<file path="src/hdl/ggp_pkg.sv">
// ----------------------------------------------------------------------------
// ggp_pkg
// Shared widths, types and constant functions of the go-to-goal controller.
// ----------------------------------------------------------------------------
package ggp_pkg;

  // Field widths.
  localparam int unsigned POS_W     = 24;
  localparam int unsigned HEAD_W    = 19;
  localparam int unsigned GAIN_W    = 16;
  localparam int unsigned GAIN_FRAC = 8;
  localparam int unsigned SPD_W     = 23;
  localparam int unsigned TURN_W    = 19;

  // Configuration port.
  localparam int unsigned ADDR_W = 4;
  localparam int unsigned DATA_W = 32;

  // Datapath widths.
  localparam int unsigned DIFF_W     = POS_W + 1;
  localparam int unsigned SQ_W       = 2 * DIFF_W - 2;
  localparam int unsigned RAD_W      = 2 * DIFF_W;
  localparam int unsigned ROOT_W     = DIFF_W;
  localparam int unsigned REM_W      = ROOT_W + 1;
  localparam int unsigned SQRT_STEPS = ROOT_W;
  localparam int unsigned PAD_SHIFT  = 16;
  localparam int unsigned CX_W       = DIFF_W + PAD_SHIFT + 3;
  localparam int unsigned CORDIC_MAX = 24;
  localparam int unsigned PROD_W     = GAIN_W + ROOT_W;
  localparam int unsigned QUEUE_DEPTH = 2;

  localparam longint TURN_MAX = (longint'(1) << TURN_W) - 1;

  // Defaults for the top-level parameters.
  localparam int unsigned FRAC_BITS_DEF    = 16;
  localparam int unsigned CORDIC_STEPS_DEF = 16;

  // Arctangent of 2^-i in Q30 for the first steps; later steps use 2^-i.
  localparam longint ATAN_Q30 [11] = '{
    64'd843314857, 64'd497837829, 64'd263043837, 64'd133525159, 64'd67021687,
    64'd33543516, 64'd16775851, 64'd8388437, 64'd4194283, 64'd2097149,
    64'd1048576
  };
  localparam longint HALF_PI_Q30 = 64'd1686629713;

  typedef enum logic [1:0] {
    REG_TARGET_X    = 2'd0,
    REG_TARGET_Y    = 2'd1,
    REG_GAIN        = 2'd2,
    REG_SPEED_LIMIT = 2'd3
  } ggp_reg_e;

  typedef struct packed {
    logic signed [POS_W-1:0] target_x;
    logic signed [POS_W-1:0] target_y;
    logic [GAIN_W-1:0]       gain;
    logic [SPD_W-1:0]        speed_limit;
  } ggp_cfg_t;

  // One classified request on its way from the front end to the back end.
  typedef struct packed {
    logic signed [DIFF_W-1:0] dx;
    logic signed [DIFF_W-1:0] dy;
    logic signed [HEAD_W-1:0] heading;
    logic                     dx_neg;
    logic                     dy_neg;
  } ggp_item_t;

  // Rounds a Q30 angle to frac_bits fraction bits.
  function automatic longint q30_to_frac(longint v, int unsigned frac_bits);
    int unsigned sh;
    sh = 30 - frac_bits;
    return (v + (longint'(1) << (sh - 1))) >>> sh;
  endfunction

  function automatic longint atan_frac(int unsigned i, int unsigned frac_bits);
    longint v;
    if (i <= 10) begin
      v = ATAN_Q30[i[3:0]];
    end else begin
      v = longint'(1) << (30 - i);
    end
    return q30_to_frac(v, frac_bits);
  endfunction

endpackage

</file>
<file path="src/hdl/ggp_front.sv">
// ----------------------------------------------------------------------------
// ggp_front
// Takes pose requests, forms the position error and its quadrant flags.
// ----------------------------------------------------------------------------
module ggp_front
  import ggp_pkg::*;
(
  input  logic                     clk_i,
  input  logic                     rst_ni,
  input  ggp_cfg_t                 cfg_i,
  input  logic                     start_i,
  output logic                     busy_o,
  input  logic signed [POS_W-1:0]  pos_x_i,
  input  logic signed [POS_W-1:0]  pos_y_i,
  input  logic signed [HEAD_W-1:0] heading_i,
  input  logic                     full_i,
  output logic                     push_o,
  output ggp_item_t                item_o
);

  logic      valid_q, valid_d;
  ggp_item_t item_q, item_d;
  logic      accept;

  assign busy_o = valid_q & full_i;
  assign accept = start_i & ~busy_o;
  assign push_o = valid_q & ~full_i;
  assign item_o = item_q;

  always_comb begin
    item_d.dx      = DIFF_W'(cfg_i.target_x) - DIFF_W'(pos_x_i);
    item_d.dy      = DIFF_W'(cfg_i.target_y) - DIFF_W'(pos_y_i);
    item_d.heading = heading_i;
    item_d.dx_neg  = item_d.dx[DIFF_W-1];
    item_d.dy_neg  = item_d.dy[DIFF_W-1];
  end

  always_comb begin
    valid_d = valid_q;
    if (accept) begin
      valid_d = 1'b1;
    end else if (push_o) begin
      valid_d = 1'b0;
    end
  end

  always_ff @(posedge clk_i or negedge rst_ni) begin
    if (!rst_ni) begin
      valid_q <= 1'b0;
    end else begin
      valid_q <= valid_d;
    end
  end

  always_ff @(posedge clk_i) begin
    if (accept) begin
      item_q <= item_d;
    end
  end

endmodule

</file>
<file path="config.mk">
export PLATFORM = sky130hd
export DESIGN_NAME = ggp_front
export DESIGN_NICKNAME = d
export VERILOG_FILES = /design/src/hdl/ggp_pkg.sv /design/src/hdl/ggp_front.sv
export SDC_FILE = /design/constraint.sdc
export NUM_CORES = 1
export LEC_CHECK = 0
export BUFFER_PORTS_ARGS = -buffer_cell sky130_fd_sc_hd__buf_2
export CORE_ASPECT_RATIO = 1.75
export CORE_MARGIN = 1.5
export CORE_UTILIZATION = 35
export DETAILED_ROUTE_END_ITERATION = 6
export SLEW_MARGIN = 10
export SYNTH_ARGS = -nofsm -noshare
export SYNTH_HDL_FRONTEND = slang
export SYNTH_SLANG_ARGS = --single-unit
</file>
<file path="constraint.sdc">
create_clock -name clk_i -period 6.2 [get_ports clk_i]
set_input_delay 1.86 -clock clk_i [delete_from_list [all_inputs] [get_ports clk_i]]
set_output_delay 1.86 -clock clk_i [all_outputs]
set_load 0.02 [all_outputs]
</file>
==> reports/results.txt <==
The flow ran to the end, and the final reports show no timing, DRC or antenna violations. Summing all placed instances gives a cell area of 0.00604 mm2. For this run, the top clock speed supported by timing is 238 MHz. The worst setup path is captured at a primary output. The tools report the root buffer cell as clkbuf_16.

By area the synthesized netlist is led by edfxtp_1 42%, ha_1 12%, a21oi_1 4.6%. The H-tree was split into 3 levels. After clock tree synthesis, the repair step resized 0 gates. Cell type with the highest occurrence count on the critical path: buf_2.

The synthesized design contains 70 register bits. The number of global-route vias before repair is 4,497, and the slack of the worst reg-to-reg path is 3900 ps. The layout-stage area growth over the synthesis result was 29.1%; the share of synthesized area occupied by flip-flops and latches was 42.7%. The congestion estimate from routability-driven global placement came to 0.856. The setup total negative slack was 0 ps. The number of port buffers works out to 191.

The count of maximum capacitance violations was 0; the biggest fanout along the worst timing path was 3. For this design the top-level I/O count stands at 231. The completed layout was analyzed and its total power is 1.56 mW. The clock-pin slew on the worst setup and hold paths came out at 60 ps. The signal on the critical path passes through buf_2 > and2_1 > buf_2.

STA classifies the critical path startpoint as a primary input. The number of fill cells is 1,367. For the number of antenna violations at the first check in global routing, the log shows 1.

After detailed routing, the number of vias per cell comes to 5.02. The run gives 13,000 um as the wire length reported by the detailed router. The tools report the number of remaining DRC errors as 0. On the final layout, the worst clock skew is 9.82 ps. The number of nets in the synthesized netlist is 709. Summed over all instances, the cell type with the most area after synthesis is edfxtp_1. Global routing used 17.8% of the available tracks. The later pin in the worst-skew pair is clocked with a latency of 330 ps. The worst hold path belongs to the class register to register. At the worst endpoint, the arrival time is 2350 ps. The logs give 135 uV for the largest voltage drop on the vdd net and 0 for the max-slew violation total from the final report.

The critical path starts at full_i. In the final layout, the share of cells above drive strength 1 is 31.0%. The worst register-to-register path ends at item_o[56]$_DFFE_PP_. Counting I/O delays and the setup requirement, the final critical path takes 4210 ps. The detailed router finished its first iteration with 126 violations. Across all setup checks in the final design, the least slack found is 1990 ps. On the critical path, the stage with the largest delay is an instance of and2_1.

The origin of the critical flop-to-flop path is valid_q$_DFFE_PN0P_. The path with the worst hold slack has its endpoint at valid_q$_DFFE_PN0P_. Yosys instantiated no cell more often than edfxtp_1. The final core utilization is 46.1%. Prior to clock tree synthesis, the placed netlist has a worst setup slack of 1770 ps. The global-route wire length before repair is 20,500 um.

The clock tree buffer depth came out at 2. For this run, the slowest stage of the critical path takes 210 ps. Routed wirelength normalized by instance count: 14.9 um. Among all flip-flop cells after synthesis, the most frequent one is edfxtp_1. The startpoint identified for the worst hold timing path is valid_q$_DFFE_PN0P_. The kind of critical path is primary input to primary output. Slew at the pin closest to its max-slew limit: 971 ps. Hold repair after CTS inserted 0 buffers. The die is 92.6 um wide.

The total overflow left after global routing is 0. Once the clock tree was built, the setup fixing pass inserted 0 buffers. The setup violation total in the final timing report was 0; the number of clock buffers inserted by TritonCTS was 9. TritonCTS built the clock tree. After legalization and detailed placement, the total HPWL measured 10,600 um. The run gives 0 as the residual antenna-violating net count after detailed routing. The worst pin sits at a relative slew slack of 35.1%. The average cell area after synthesis is 9.81 um2. Setup repair after global routing left no endpoint under its margin. Along the worst hold path, the cell count comes to 2. The floorplan step defined a core boundary enclosing 0.0138 mm2. Async set or reset register ratio after synthesis: 1.43%. The portion of the clock cycle consumed by the worst path in the final layout was 67.9%; the final hold violation count was 0. The logs give 4340 ps for the worst path required time and 0.00254 mm2 for the area of the multi-input gates.

The number of vias after detailed routing was 4,385; the distinct cell type count after synthesis was 53. The run gives 0.0148 mm2 as the area of the die. After technology mapping, the gate count stands at 501. The commonest cells after synthesis are 69 x edfxtp_1, 60 x inv_1, 48 x ha_1, 45 x a21oi_1, 37 x nand2_1.

For the post-synthesis cell area, the log shows 0.00491 mm2. The number of cells on the worst reg-to-reg path is 3. In this run the static leakage power is 3.00 nW. In this run the core area contains 57 standard-cell rows. After routing the design area is 0.00634 mm2. The logs give 0 for the number of warnings reported in the yosys synthesis log and 0.00210 mm2 for the total area of sequential cells.

The net count of the finished layout is 899. For this configuration, the core starts out at a cell density of 35.7%. For this design the ratio of total power to cell area is 247 mW/mm2.

In this run the biggest area consumer among cell types represents 42.2% of the synthesized area. The length of the first detailed-routing pass in iterations is 4, and the y dimension of the die is 160 um. Counting flops with a built-in enable in the synthesized netlist gives 69.

The tree built by TritonCTS fans out to 70 sinks. Entering global routing, the biggest net connects 39 pins.
-- metrics by stage --
| stage | hold slack (ps) | instances |
|---|---|---|
| floorplan | 739 | 501 |
| global placement | 673 | 857 |
| detailed placement | 705 | 857 |
| CTS | 730 | 873 |
| global route | 759 | 873 |
| finish | 731 | 874 |
-- metal layers --
layer	part of all wire [%]	wire, um	vias to the layer above	global-route usage [%]
met5	0.077	10	-	0
met3	5.2	680	35	3.90
met2	57	7380	145	35.2
met1	34	4400	2008	15.7
met4	4.0	519	2	9.86
li1	-	-	2195	-
-- cell usage in the layout, fill, tap and decap left out, types with 11 or more instances in the layout --
cell type	netlist	layout
buf_2	5	191
edfxtp_1	69	69
inv_1	60	60
ha_1	48	48
a21oi_1	45	45
nand2_1	37	37
nor2_1	30	30
xnor2_1	23	23
o21ai_0	19	19
xor2_1	16	16
a21o_1	15	15
o211ai_1	12	12
nand3_1	12	12
nand2b_1	11	11
-- logic make-up (layout without fill, tap and decap cells) --
logic type	Yosys count	count (layout)	synth area share, %
AOI/OAI and AO/OA	135	135	18.1
xor gates and xnor gates	39	39	6.95
adders and majority gates	50	50	13.0
buffers and inverters	73	268	5.86
DFF	70	70	42.7
muxes	1	1	0.204
other	0	1	0
and+or+nand+nor	133	133	13.1
-- power breakdown --
part	leakage (nW)	internal [mW]	switching (mW)
Combinational	2.19	0.179	0.271
Sequential	0.668	0.588	0.0108
Clock	0.144	0.313	0.203
-- critical path, delay by kind of cell --
family        cells  cell delay (ps)
buf+inv           2              280
simple gates      1              210
-- how the worst max path moves through the flow --
| stage | to | slack (ps) |
|---|---|---|
| final | busy_o | 1990 |
| after global routing | item_o[70]$_DFFE_PP_ | 1950 |
| after CTS | busy_o | 2000 |
| after detailed placement | item_o[70]$_DFFE_PP_ | 1770 |
| after global placement | item_o[70]$_DFFE_PP_ | 1800 |
| after floorplan | item_o[10]$_DFFE_PP_ | 530 |
-- area by class of cell --
| class | instances | share of cell area [%] |
|---|---|---|
| diodes | 1 | 0.0394 |
| clock buffers | 9 | 3.55 |
| clock inverters | 7 | 1.14 |
| inverters | 60 | 3.55 |
| multi-input cells | 358 | 40.0 |
| flip-flops and latches | 70 | 33.1 |
| well taps | 177 | 3.49 |
| repair buffers | 192 | 15.2 |
-- sequential cells by signal (all words and copies together), names as in the netlist --
signal and cells:
item_o 69, valid_q 1
(Power assumes the default switching activity.)
