$ cat src/hdl/ggp_pkg.sv
// ----------------------------------------------------------------------------
// ggp_pkg
// Shared widths, types and constant functions of the go-to-goal controller.
// ----------------------------------------------------------------------------
package ggp_pkg;

  // Field widths.
  localparam int unsigned POS_W     = 24;
  localparam int unsigned HEAD_W    = 19;
  localparam int unsigned GAIN_W    = 16;
  localparam int unsigned GAIN_FRAC = 8;
  localparam int unsigned SPD_W     = 23;
  localparam int unsigned TURN_W    = 19;

  // Configuration port.
  localparam int unsigned ADDR_W = 4;
  localparam int unsigned DATA_W = 32;

  // Datapath widths.
  localparam int unsigned DIFF_W     = POS_W + 1;
  localparam int unsigned SQ_W       = 2 * DIFF_W - 2;
  localparam int unsigned RAD_W      = 2 * DIFF_W;
  localparam int unsigned ROOT_W     = DIFF_W;
  localparam int unsigned REM_W      = ROOT_W + 1;
  localparam int unsigned SQRT_STEPS = ROOT_W;
  localparam int unsigned PAD_SHIFT  = 16;
  localparam int unsigned CX_W       = DIFF_W + PAD_SHIFT + 3;
  localparam int unsigned CORDIC_MAX = 24;
  localparam int unsigned PROD_W     = GAIN_W + ROOT_W;
  localparam int unsigned QUEUE_DEPTH = 2;

  localparam longint TURN_MAX = (longint'(1) << TURN_W) - 1;

  // Defaults for the top-level parameters.
  localparam int unsigned FRAC_BITS_DEF    = 16;
  localparam int unsigned CORDIC_STEPS_DEF = 16;

  // Arctangent of 2^-i in Q30 for the first steps; later steps use 2^-i.
  localparam longint ATAN_Q30 [11] = '{
    64'd843314857, 64'd497837829, 64'd263043837, 64'd133525159, 64'd67021687,
    64'd33543516, 64'd16775851, 64'd8388437, 64'd4194283, 64'd2097149,
    64'd1048576
  };
  localparam longint HALF_PI_Q30 = 64'd1686629713;

  typedef enum logic [1:0] {
    REG_TARGET_X    = 2'd0,
    REG_TARGET_Y    = 2'd1,
    REG_GAIN        = 2'd2,
    REG_SPEED_LIMIT = 2'd3
  } ggp_reg_e;

  typedef struct packed {
    logic signed [POS_W-1:0] target_x;
    logic signed [POS_W-1:0] target_y;
    logic [GAIN_W-1:0]       gain;
    logic [SPD_W-1:0]        speed_limit;
  } ggp_cfg_t;

  // One classified request on its way from the front end to the back end.
  typedef struct packed {
    logic signed [DIFF_W-1:0] dx;
    logic signed [DIFF_W-1:0] dy;
    logic signed [HEAD_W-1:0] heading;
    logic                     dx_neg;
    logic                     dy_neg;
  } ggp_item_t;

  // Rounds a Q30 angle to frac_bits fraction bits.
  function automatic longint q30_to_frac(longint v, int unsigned frac_bits);
    int unsigned sh;
    sh = 30 - frac_bits;
    return (v + (longint'(1) << (sh - 1))) >>> sh;
  endfunction

  function automatic longint atan_frac(int unsigned i, int unsigned frac_bits);
    longint v;
    if (i <= 10) begin
      v = ATAN_Q30[i[3:0]];
    end else begin
      v = longint'(1) << (30 - i);
    end
    return q30_to_frac(v, frac_bits);
  endfunction

endpackage

$ cat src/hdl/ggp_queue.sv
// ----------------------------------------------------------------------------
// ggp_queue
// Small first-in first-out buffer between the front end and the back end.
// ----------------------------------------------------------------------------
module ggp_queue
  import ggp_pkg::*;
(
  input  logic      clk_i,
  input  logic      rst_ni,
  input  logic      push_i,
  input  ggp_item_t push_item_i,
  output logic      full_o,
  input  logic      pop_i,
  output ggp_item_t pop_item_o,
  output logic      empty_o
);

  localparam int unsigned PW = (QUEUE_DEPTH > 1) ? $clog2(QUEUE_DEPTH) : 1;
  localparam int unsigned CW = $clog2(QUEUE_DEPTH + 1);

  ggp_item_t         slot_q [QUEUE_DEPTH];
  logic [PW-1:0]     wr_ptr_q, wr_ptr_d;
  logic [PW-1:0]     rd_ptr_q, rd_ptr_d;
  logic [CW-1:0]     count_q, count_d;

  assign full_o     = (count_q == CW'(QUEUE_DEPTH));
  assign empty_o    = (count_q == '0);
  assign pop_item_o = slot_q[rd_ptr_q];

  always_comb begin
    wr_ptr_d = wr_ptr_q;
    rd_ptr_d = rd_ptr_q;
    count_d  = count_q;
    if (push_i) begin
      wr_ptr_d = (wr_ptr_q == PW'(QUEUE_DEPTH - 1)) ? '0 : wr_ptr_q + 1'b1;
    end
    if (pop_i) begin
      rd_ptr_d = (rd_ptr_q == PW'(QUEUE_DEPTH - 1)) ? '0 : rd_ptr_q + 1'b1;
    end
    if (push_i && !pop_i) begin
      count_d = count_q + 1'b1;
    end else if (pop_i && !push_i) begin
      count_d = count_q - 1'b1;
    end
  end

  always_ff @(posedge clk_i or negedge rst_ni) begin
    if (!rst_ni) begin
      wr_ptr_q <= '0;
      rd_ptr_q <= '0;
      count_q  <= '0;
    end else begin
      wr_ptr_q <= wr_ptr_d;
      rd_ptr_q <= rd_ptr_d;
      count_q  <= count_d;
    end
  end

  always_ff @(posedge clk_i) begin
    if (push_i) begin
      slot_q[wr_ptr_q] <= push_item_i;
    end
  end

  a_no_overflow: assert property (@(posedge clk_i) disable iff (!rst_ni)
    push_i |-> !full_o)
    else $error("queue written while full");

  a_no_underflow: assert property (@(posedge clk_i) disable iff (!rst_ni)
    pop_i |-> !empty_o)
    else $error("queue read while empty");

endmodule

$ cat config.mk
export PLATFORM = sky130hd
export DESIGN_NAME = ggp_queue
export DESIGN_NICKNAME = d
export VERILOG_FILES = /design/src/hdl/ggp_pkg.sv /design/src/hdl/ggp_queue.sv
export SDC_FILE = /design/constraint.sdc
export NUM_CORES = 1
export LEC_CHECK = 0
export BUFFER_PORTS_ARGS = -buffer_cell sky130_fd_sc_hd__clkbuf_2
export CELL_PAD_IN_SITES_DETAIL_PLACEMENT = 0
export CELL_PAD_IN_SITES_GLOBAL_PLACEMENT = 1
export CORE_ASPECT_RATIO = 0.6
export CORE_MARGIN = 1
export CORE_UTILIZATION = 48
export CTS_CLUSTER_DIAMETER = 30
export DETAILED_ROUTE_END_ITERATION = 12
export HOLD_SLACK_MARGIN = 0.02
export PLACE_DENSITY_LB_ADDON = 0.3
export SETUP_SLACK_MARGIN = 0.2
export SLEW_MARGIN = 40
export SYNTH_ARGS = -nofsm -noshare
export SYNTH_HDL_FRONTEND = slang
export SYNTH_SLANG_ARGS = --single-unit
$ cat constraint.sdc
create_clock -name clk_i -period 10.7 [get_ports clk_i]
set_input_delay 0.535 -clock clk_i [delete_from_list [all_inputs] [get_ports clk_i]]
set_output_delay 0.535 -clock clk_i [all_outputs]
set_load 0.02 [all_outputs]
==> metrics list <==
- The total area inside the core boundary comes to ~11,000 µm².
- CP Data Required Time: 10.17 ns
- The tightest min-delay check is of the primary input to flip-flop type.
* Worst slew margin: 48.8%
- Share of the synthesized area in the top cell type: between 70% and 80%
- The max-slew violation count was 0.
- After clock tree synthesis, the setup repair step added 0 buffers.
- Static Leak: between 2 and 3 nW
- At the later pin of the worst-skew pair, clock insertion delay measures 0.41 ns.
- Post-Syn Nets: 313
- Routability-driven placement finished with a final weighted congestion of 0.687.
- Once layout is complete, the utilization of the core stands at 62.4%.
* Number of vias in the routed layout: around 2,700
* DRC: 0
- The number of failing hold endpoints at the final stage was 0.
- The initial utilization of the core area, before any placement, comes to 49.8%.
- Maximum fanout along the worst path: 58
* Cells resized by post-CTS repair: 0
* Number of buffers between clock root and the deepest sink: 2
- TritonCTS built the clock tree.
- On the final layout, the worst hold slack is approximately 0.31 ns.
* Clock skew: 0.00640 ns
* Transition time at the pin with the least slew margin: 0.768 ns
- Floorplan die height: 86.1 µm
- Max incr delay on CP: approximately 0.64 ns
- After clock tree synthesis, the flow added hold-fix buffers numbering 1.
* Count of placed standard cells in the final layout, fillers left out: 573
- For this run, the post-layout net count is 476.
- Top cell type by total area after synthesis: sky130_fd_sc_hd__edfxtp_1
- Count of input and output buffers: 147
- The number of antenna violations at the first check in global routing was 0.
- Clock tree synthesis inserted a total of 17 buffers.
- Number of inserted diodes: 0
- Drt first-iter violations: 163
- Most common library cell in the layout ignoring fill and taps: sky130_fd_sc_hd__clkbuf_2
- Min cycle time layout: 2.76 ns
* Sequential fraction of the synthesis area: 77.1%
- Using the TritonRoute via totals, the vias-per-cell ratio works out to 4.69.
- Final Routed Wirelength: 9.41 mm
* Post-placement cell area: 6520 µm²
- CTS H-Tree Depth: 4
- Launching element type of the critical path: flip-flop
- First-pass DRT Iterations: 4
* Final WS setup: 7.94 ns
- Setup-failing EPs final: 0
* First-pass GRT wire length: ~14 mm
- Arrival time at the worst endpoint: 2.23 ns
- Count of distinct cell types in the synthesized netlist: 13
* Fin area: 7100 µm²
- Vias in the first global route: 2,780
- Largest net degree at the start of global routing: 63
- Netlist area before placement: between 5000 and 6000 µm²
- After synthesis, the mean cell area works out to 23.9 µm².
* Area overhead of the layout relative to synthesis: 25.4%
- RSZ-0062 raised after global routing: false
* Final global-route overflow total: 0
- Most frequent cells in the layout: sky130_fd_sc_hd__clkbuf_2 (147), sky130_fd_sc_hd__edfxtp_1 (142), sky130_fd_sc_hd__mux2_4 (69)
- Overall track demand over capacity in global routing: about 16%
* Post-Place Cells: 540
- Ranked by total cell area, the synthesized netlist is headed by sky130_fd_sc_hd__edfxtp_1 (75%), sky130_fd_sc_hd__mux2_4 (18%), sky130_fd_sc_hd__buf_12 (2.5%).
- During I/O placement, the number of pins put on the boundary was 148.
- Full die area: 12,200 µm²
- Post-synthesis sequential element count: ~150
* # Max-Cap Violations: 0
- Clock root buffer: sky130_fd_sc_hd__clkbuf_16
- Placement row count: 30
- For this run, the number of Yosys warnings is 0.
* Fraction of layout instances using a drive strength above 1: roughly 62%
- Critical Path Sink Type: primary output
* Run status: completed
- Traced cell by cell, the critical path runs through buf_6, mux2_2, clkbuf_2.
- Number of cells produced by synthesis: 237
- Clock-pin slew was measured on the worst setup and hold paths at 0.06 ns.
- Period utilization: 25.8%
* FMAX: 362 MHz
- Across the VDD grid, the largest voltage drop is 0.160 mV.
* Power density over cell area: 284 nW/µm²
- Wire length per cell: between 15 and 20 µm
* Final sum of negative setup slack: 0 ns
* Power, Total: around 2 mW
* Kind of critical path: flip-flop to primary output
- The detail route stage leaves a number of antenna-violating nets equal to 0.
* Clock net sink count: 146
- On the critical path, the stage with the largest delay is an instance of sky130_fd_sc_hd__buf_6.
- For flop-to-flop paths, the worst setup slack is roughly 9.0 ns.
* Worst slack after detailed placement: 8.30 ns
* Chip Width: 142 µm
-- critical path, delay by kind of cell, from the launching register on --
family / cells / cell delay, ns
buffers and inverters: 2 / 0.79
flip-flops: 1 / 0.59
multiplexers: 1 / 0.41
-- per-layer routing --
layer  vias up  wire length [µm]  global-route usage (%)
met3         7               975                    7.26
li1       1261                 -                       -
met4         0                43                    5.28
met5         -                 0                       0
met1      1307              4130                    21.8
met2       115              4270                    24.4
-- cell families after synthesis --
| kind of cell | synth area share (%) |
|---|---|
| flip-flops | 77.1 |
| multiplexers | 18.7 |
| buffers and inverters | 2.74 |
| XOR/XNOR | 0.774 |
| AND/OR/NAND/NOR | 0.464 |
| adder cells (fa/ha/maj) | 0.221 |
-- Yosys cell counts --
library cell,instances
sky130_fd_sc_hd__and2_1,1
sky130_fd_sc_hd__buf_12,7
sky130_fd_sc_hd__buf_6,1
sky130_fd_sc_hd__dfrtp_1,4
sky130_fd_sc_hd__edfxtp_1,142
sky130_fd_sc_hd__ha_1,1
sky130_fd_sc_hd__inv_1,1
sky130_fd_sc_hd__mux2_2,2
sky130_fd_sc_hd__mux2_4,69
sky130_fd_sc_hd__nor2_1,2
sky130_fd_sc_hd__nor2b_1,2
sky130_fd_sc_hd__xnor2_1,1
sky130_fd_sc_hd__xor2_1,4
-- final cells by class --
type                    instances  area [µm²]
clock buffers                  21         460
clock inverters                11         106
fillers                       852        4280
inverters                       1        3.75
multi-input cells              82        1150
flip-flops and latches        146        4370
well taps                     160         200
repair buffers                152         808
-- registers in the layout (all words and copies together) (netlist names) --
name and flops:
slot_q 142, rd_ptr_q 1, wr_ptr_q 1, count_q 2
-- report_power, final --
part | internal (mW) | switching (mW) | leakage [nW]
combinational | 0.298 | 0.363 | 1.27
sequential | 0.761 | 0.0447 | 1.38
clock | 0.334 | 0.219 | 0.270
-- path summary, 6_finish.rpt --
kind                                 start              to  cells past startpoint
max                               rd_ptr_q  pop_item_o[51]                      3
min                        push_item_i[64]   slot_q[1][64]                      1
max reg2reg                       wr_ptr_q   slot_q[0][16]                      2
min reg2reg                     count_q[1]      count_q[1]                      1
max in group asynchronous           rst_ni        rd_ptr_q                      2
min in group asynchronous           rst_ni      count_q[1]                      2
(Power assumes the default switching activity.)
